## src/rtl/wbst_pkg.sv

```systemverilog
`timescale 1ns / 1ps
// Shared constants, codes and types for the window box select test block.
// No dependencies; imported by wbst_geom and window_box_select_test_unit.
package wbst_pkg;

    localparam int COORD_BITS_DEF = 24;
    localparam int ID_BITS        = 32;
    localparam int EXT_BITS       = 23;
    localparam int CMD_BITS       = 3;
    localparam int IN_USER_BITS   = CMD_BITS + 1;
    localparam int PROD_BITS      = 2 * EXT_BITS;
    localparam int OUT_FIELD_BITS = ID_BITS + 1;
    localparam int OUT_DATA_BITS  = ((OUT_FIELD_BITS + 7) / 8) * 8;
    localparam int CFG_IDX_BITS   = 3;
    localparam int CFG_DATA_BITS  = 32;

    localparam logic [CMD_BITS-1:0] CMD_LINE   = 3'd0;
    localparam logic [CMD_BITS-1:0] CMD_RECT   = 3'd1;
    localparam logic [CMD_BITS-1:0] CMD_CIRCLE = 3'd2;
    localparam logic [CMD_BITS-1:0] CMD_CUBE   = 3'd3;

    localparam logic [CFG_IDX_BITS-1:0] REG_CORNER_A_X = 3'd0;
    localparam logic [CFG_IDX_BITS-1:0] REG_CORNER_A_Y = 3'd1;
    localparam logic [CFG_IDX_BITS-1:0] REG_CORNER_B_X = 3'd2;
    localparam logic [CFG_IDX_BITS-1:0] REG_CORNER_B_Y = 3'd3;
    localparam logic [CFG_IDX_BITS-1:0] REG_CONTAIN    = 3'd4;
    localparam logic [CFG_IDX_BITS-1:0] REG_WIN_ID     = 3'd5;

    typedef struct packed {
        logic                sel_simple;
        logic                circ_cross;
        logic [EXT_BITS-1:0] dx;
        logic [EXT_BITS-1:0] dy;
    } t_geom;

endpackage

```

## src/rtl/wbst_geom.sv

```systemverilog
`timescale 1ns / 1ps
// Shape against window comparisons for one item; circle distance left for squaring.
// Depends on wbst_pkg.
module wbst_geom #(
    parameter int COORD_BITS = wbst_pkg::COORD_BITS_DEF
) (
    input  logic [wbst_pkg::CMD_BITS-1:0] i_cmd,
    input  logic [wbst_pkg::ID_BITS-1:0]  i_id,
    input  logic                          i_gizmo,
    input  logic signed [COORD_BITS-1:0]  i_x0,
    input  logic signed [COORD_BITS-1:0]  i_y0,
    input  logic signed [COORD_BITS-1:0]  i_x1,
    input  logic signed [COORD_BITS-1:0]  i_y1,
    input  logic [wbst_pkg::EXT_BITS-1:0] i_ext,
    input  logic signed [COORD_BITS-1:0]  i_lx,
    input  logic signed [COORD_BITS-1:0]  i_hx,
    input  logic signed [COORD_BITS-1:0]  i_ly,
    input  logic signed [COORD_BITS-1:0]  i_hy,
    input  logic                          i_contain,
    input  logic [wbst_pkg::ID_BITS-1:0]  i_win_id,
    output wbst_pkg::t_geom               o_geom
);
    import wbst_pkg::*;

    localparam int CW = ((COORD_BITS > EXT_BITS) ? COORD_BITS : EXT_BITS) + 3;

    logic signed [CW-1:0] x0e, y0e, lxe, hxe, lye, hye, e;
    logic signed [CW-1:0] dxl, dxh, dyl, dyh, dx, dy;
    logic signed [CW-1:0] cx2, cy2, lx2, hx2, ly2, hy2;
    logic [3:0]           c0, c1;
    logic signed [COORD_BITS-1:0] rx0, rx1, ry0, ry1;
    logic kill, line_sel, rect_sel, circ_in, cube_sel, near;

    assign x0e = CW'(i_x0);
    assign y0e = CW'(i_y0);
    assign lxe = CW'(i_lx);
    assign hxe = CW'(i_hx);
    assign lye = CW'(i_ly);
    assign hye = CW'(i_hy);
    assign e   = $signed({{(CW - EXT_BITS){1'b0}}, i_ext});

    assign kill = (i_id == i_win_id) || i_gizmo;

    // line: outcodes of both endpoints
    assign c0 = {i_y0 > i_hy, i_y0 < i_ly, i_x0 > i_hx, i_x0 < i_lx};
    assign c1 = {i_y1 > i_hy, i_y1 < i_ly, i_x1 > i_hx, i_x1 < i_lx};
    assign line_sel = i_contain ? (c0 == 4'd0 && c1 == 4'd0)
                                : (c0 == 4'd0 || c1 == 4'd0 || (c0 & c1) == 4'd0);

    // rectangle: sort corners, then box test
    assign rx0 = (i_x0 < i_x1) ? i_x0 : i_x1;
    assign rx1 = (i_x0 < i_x1) ? i_x1 : i_x0;
    assign ry0 = (i_y0 < i_y1) ? i_y0 : i_y1;
    assign ry1 = (i_y0 < i_y1) ? i_y1 : i_y0;
    assign rect_sel = i_contain
        ? (rx0 >= i_lx && rx1 <= i_hx && ry0 >= i_ly && ry1 <= i_hy)
        : !(rx1 < i_lx || rx0 > i_hx || ry1 < i_ly || ry0 > i_hy);

    // circle
    assign circ_in = (x0e - e >= lxe) && (x0e + e <= hxe)
                  && (y0e - e >= lye) && (y0e + e <= hye);
    assign dxl = lxe - x0e;
    assign dxh = x0e - hxe;
    assign dyl = lye - y0e;
    assign dyh = y0e - hye;
    assign dx  = (i_x0 < i_lx) ? dxl : ((i_x0 > i_hx) ? dxh : '0);
    assign dy  = (i_y0 < i_ly) ? dyl : ((i_y0 > i_hy) ? dyh : '0);
    assign near = (dx <= e) && (dy <= e);

    // cube: doubled coordinates
    assign cx2 = x0e <<< 1;
    assign cy2 = y0e <<< 1;
    assign lx2 = lxe <<< 1;
    assign hx2 = hxe <<< 1;
    assign ly2 = lye <<< 1;
    assign hy2 = hye <<< 1;
    assign cube_sel = i_contain
        ? (cx2 - e >= lx2 && cx2 + e <= hx2 && cy2 - e >= ly2 && cy2 + e <= hy2)
        : !(cx2 + e < lx2 || cx2 - e > hx2 || cy2 + e < ly2 || cy2 - e > hy2);

    always_comb begin
        o_geom.sel_simple = 1'b0;
        o_geom.circ_cross = 1'b0;
        o_geom.dx         = dx[EXT_BITS-1:0];
        o_geom.dy         = dy[EXT_BITS-1:0];
        case (i_cmd)
            CMD_LINE:   o_geom.sel_simple = !kill && line_sel;
            CMD_RECT:   o_geom.sel_simple = !kill && rect_sel;
            CMD_CIRCLE: begin
                o_geom.sel_simple = !kill && i_contain && circ_in;
                o_geom.circ_cross = !kill && !i_contain && near;
            end
            CMD_CUBE:   o_geom.sel_simple = !kill && cube_sel;
            default:    o_geom.sel_simple = 1'b0;
        endcase
    end

endmodule

```

## config.mk

```make
export PLATFORM = sky130hd
export DESIGN_NAME = wbst_geom
export DESIGN_NICKNAME = d
export VERILOG_FILES = /design/src/rtl/wbst_pkg.sv /design/src/rtl/wbst_geom.sv
export SDC_FILE = /design/constraint.sdc
export NUM_CORES = 2
export LEC_CHECK = 0
export BUFFER_PORTS_ARGS = -buffer_cell sky130_fd_sc_hd__buf_2
export CAP_MARGIN = 0
export CORE_MARGIN = 3
export CORE_UTILIZATION = 29
export DETAILED_ROUTE_END_ITERATION = 6
export GPL_TIMING_DRIVEN = 1
export MAX_ROUTING_LAYER = met4
export PLACE_DENSITY_LB_ADDON = 0.08
export SYNTH_ARGS = -nofsm -noshare
export SYNTH_HDL_FRONTEND = slang
export SYNTH_SLANG_ARGS = --single-unit
```

## constraint.sdc

```tcl
create_clock -name vclk -period 5.1
set_input_delay 0 -clock vclk [all_inputs]
set_output_delay 0 -clock vclk [all_outputs]
set_load 0.05 [all_outputs]
```

==> metrics <==
post-route ant nets 0; Max Fclk 191 MHz; Ports 332; Vias/cell 5.30; hold_buf cts 0; die area 110000 µm²; Final min period 5.23 ns; layout cells sized above 1 0.309; status finished with violations; warning count from the yosys run 0; first-pass GRT wire length 230 mm; WL/cell 22.8 µm; worst slack, placed -1.12 ns; Initial Utilization 0.293; Clock buffer cells 0; crit path to o_geom[47]; Die Y 332 µm; # nets final 6836; largest family of logic cells by synthesized area adder cells; total of max-cap violations 0; initial antenna violation count 3; die width 332 µm; worst setup path class in -> out; Placed Area 42400 µm²; Reg area 0 µm²; multiplexer area fraction after synthesis 0.00434; Cell Rows 119; area grow syn2layout 43.7%; final period utilization 1.02; vias in the first global route 37.4k; min-delay worst type in -> out; final-report hold violation count 0; CP required 5.10 ns; hold_ws 0.629 ns; syn nets 5464; area of the mapped netlist 30900 µm²; WP data arrival 5.23 ns; setup ws final -0.126 ns; Port Buffers 332; largest net degree at the start of global routing 21; number of iterations in the first detailed-routing pass 5; Pins Over Slew Limit 0; GRT Total Usage 0.282; RSZ-0062 raised after global routing yes; gr ovfl total 0; Worst Setup Start Kind input port; detailed placer's ending HPWL 140 mm; Worst Hold Path Cells 4; post-synthesis instance total 4218; Synth Area in XOR/XNOR 0.0744; drt total wl 159 mm; Post-Synth Adder-Cell Area 0.393; final count of negative-setup-slack endpoints 2; final core utilization 0.421; GPL Wtd Cong 0.966; Synth Area in Compound Gates 0.270; via count 37.0k; CP Max Fanout 6; drt first-iter violations 1822; failing checks negative setup slack; worst slew pin tran 0.982 ns; Final Cell Area 44300 µm²; number of remaining DRC errors 0; Netlist cell types 95; CP startpoint i_y0[3]; Seq/Total Area, Yosys 0; Worst Setup End Kind primary output; max_slew headroom 0.338; post-synthesis simple-gate area fraction 0.204; core area 105000 µm²; sequential cell count 0; mean post-synth cell area 7.31 µm²
==> cell usage after synthesis, types with 33 or more instances <==
master,instances,share of area
xor2_1,72,0.020
o21ai_0,196,0.032
o31ai_1,48,0.012
nor3_1,114,0.018
o21a_1,69,0.017
a211oi_1,61,0.015
nor2_1,323,0.039
inv_1,334,0.041
a21oi_1,318,0.052
nand3_1,97,0.016
a21o_1,153,0.037
a31oi_1,35,0.0071
o21ai_1,111,0.018
and3_1,33,0.0067
nand2_1,282,0.034
xnor2_1,190,0.054
nor4_1,38,0.0077
o211ai_1,34,0.0083
nor2b_1,76,0.015
nand2b_1,41,0.0083
ha_1,950,0.39
clkbuf_1,77,0.0094
nand4_1,142,0.029
==> critical path, cell delays in order <==
cell	delay, ns
buf_2	0.15
buf_12	0.15
ha_1	0.40
a21boi_2	0.25
o21ai_2	0.11
a2111o_1	0.50
a31oi_4	0.26
a211oi_2	0.11
o31ai_2	0.27
a211oi_2	0.12
xnor2_1	0.17
ha_1	0.32
nand4_1	0.12
buf_6	0.16
o21ai_2	0.10
a21o_1	0.12
a21o_1	0.15
a221oi_4	0.10
o31a_1	0.38
o41a_1	0.43
a21oi_2	0.12
o211ai_1	0.14
o31ai_4	0.40
buf_12	0.18
==> worst min path at each step <==
stage              from         end  slack (ns)
6_report       i_cmd[0]  o_geom[47]        0.63
5_1_grt        i_cmd[0]  o_geom[47]        0.64
4_1_cts        i_cmd[0]  o_geom[47]        0.65
3_5_place_dp   i_cmd[0]  o_geom[47]        0.67
3_3_place_gp   i_cmd[0]  o_geom[47]        0.67
2_1_floorplan  i_cmd[1]  o_geom[46]        0.32
==> routing by layer <==
| metal | share of wire | routed length [µm] | track usage | vias to the layer above |
|---|---|---|---|---|
| met5 | 0 | 0 | - | - |
| met4 | 0.047 | 7450 | 0.104 | 0 |
| met3 | 0.028 | 4410 | 0.00817 | 161 |
| met2 | 0.49 | 78600 | 0.508 | 749 |
| met1 | 0.43 | 68500 | 0.335 | 17532 |
| li1 | - | - | - | 18536 |
==> per-stage QoR <==
| stage | std cells | setup TNS [ns] |
|---|---|---|
| 2_1_floorplan | 4218 | -0.00593 |
| 3_3_place_gp | 6928 | -1.81 |
| 3_5_place_dp | 6928 | -1.87 |
| 4_1_cts | 6967 | -0.180 |
| 5_1_grt | 6982 | -0.570 |
| 6_report | 6983 | -0.135 |
==> timing repair <==
action | 4_1_cts | 5_1_grt
gates resized for setup | 225 | 61
cloned | 3 | 0
buffers inserted | 42 | 13
setup endpoints to repair | 2 | 2
pin swaps | 130 | 74
==> logic make-up after synthesis <==
kind of cell,Yosys count
multiplexers,13
AND/OR/NAND/NOR,1267
adder cells (fa/ha/maj),962
buffers and inverters,439
AO/OA/AOI/OAI,1275
XOR/XNOR,262
==> cells in the final DEF (no fill, tap or decap), drive strengths merged, types with 14 or more instances in the layout <==
master and count:
a211oi 61, ha 950, nor2 323, and2 14
nand3 97, o41ai 16, or2 21, o22ai 25
xor2 72, or3 28, inv 337, o31ai 49
o211ai 34, nor3 116, o21bai 29, xnor2 190
nand2b 41, nand2 282, a31oi 35, a21o 153
and3 33, buf 1464, a21oi 319, o21ai 307
a2111oi 24, o2111ai 14, o21a 70, nand4 142
nor2b 76, o31a 15, nor4 39
==> cell type report <==
type / instances / area (µm²)
Inverter: 343 / 1300
Timing Repair Buffer: 1464 / 10600
Multi-Input combinational cell: 3781 / 30600
Antenna cell: 4 / 10.0
Fill cell: 11132 / 61100
Tap cell: 1391 / 1740
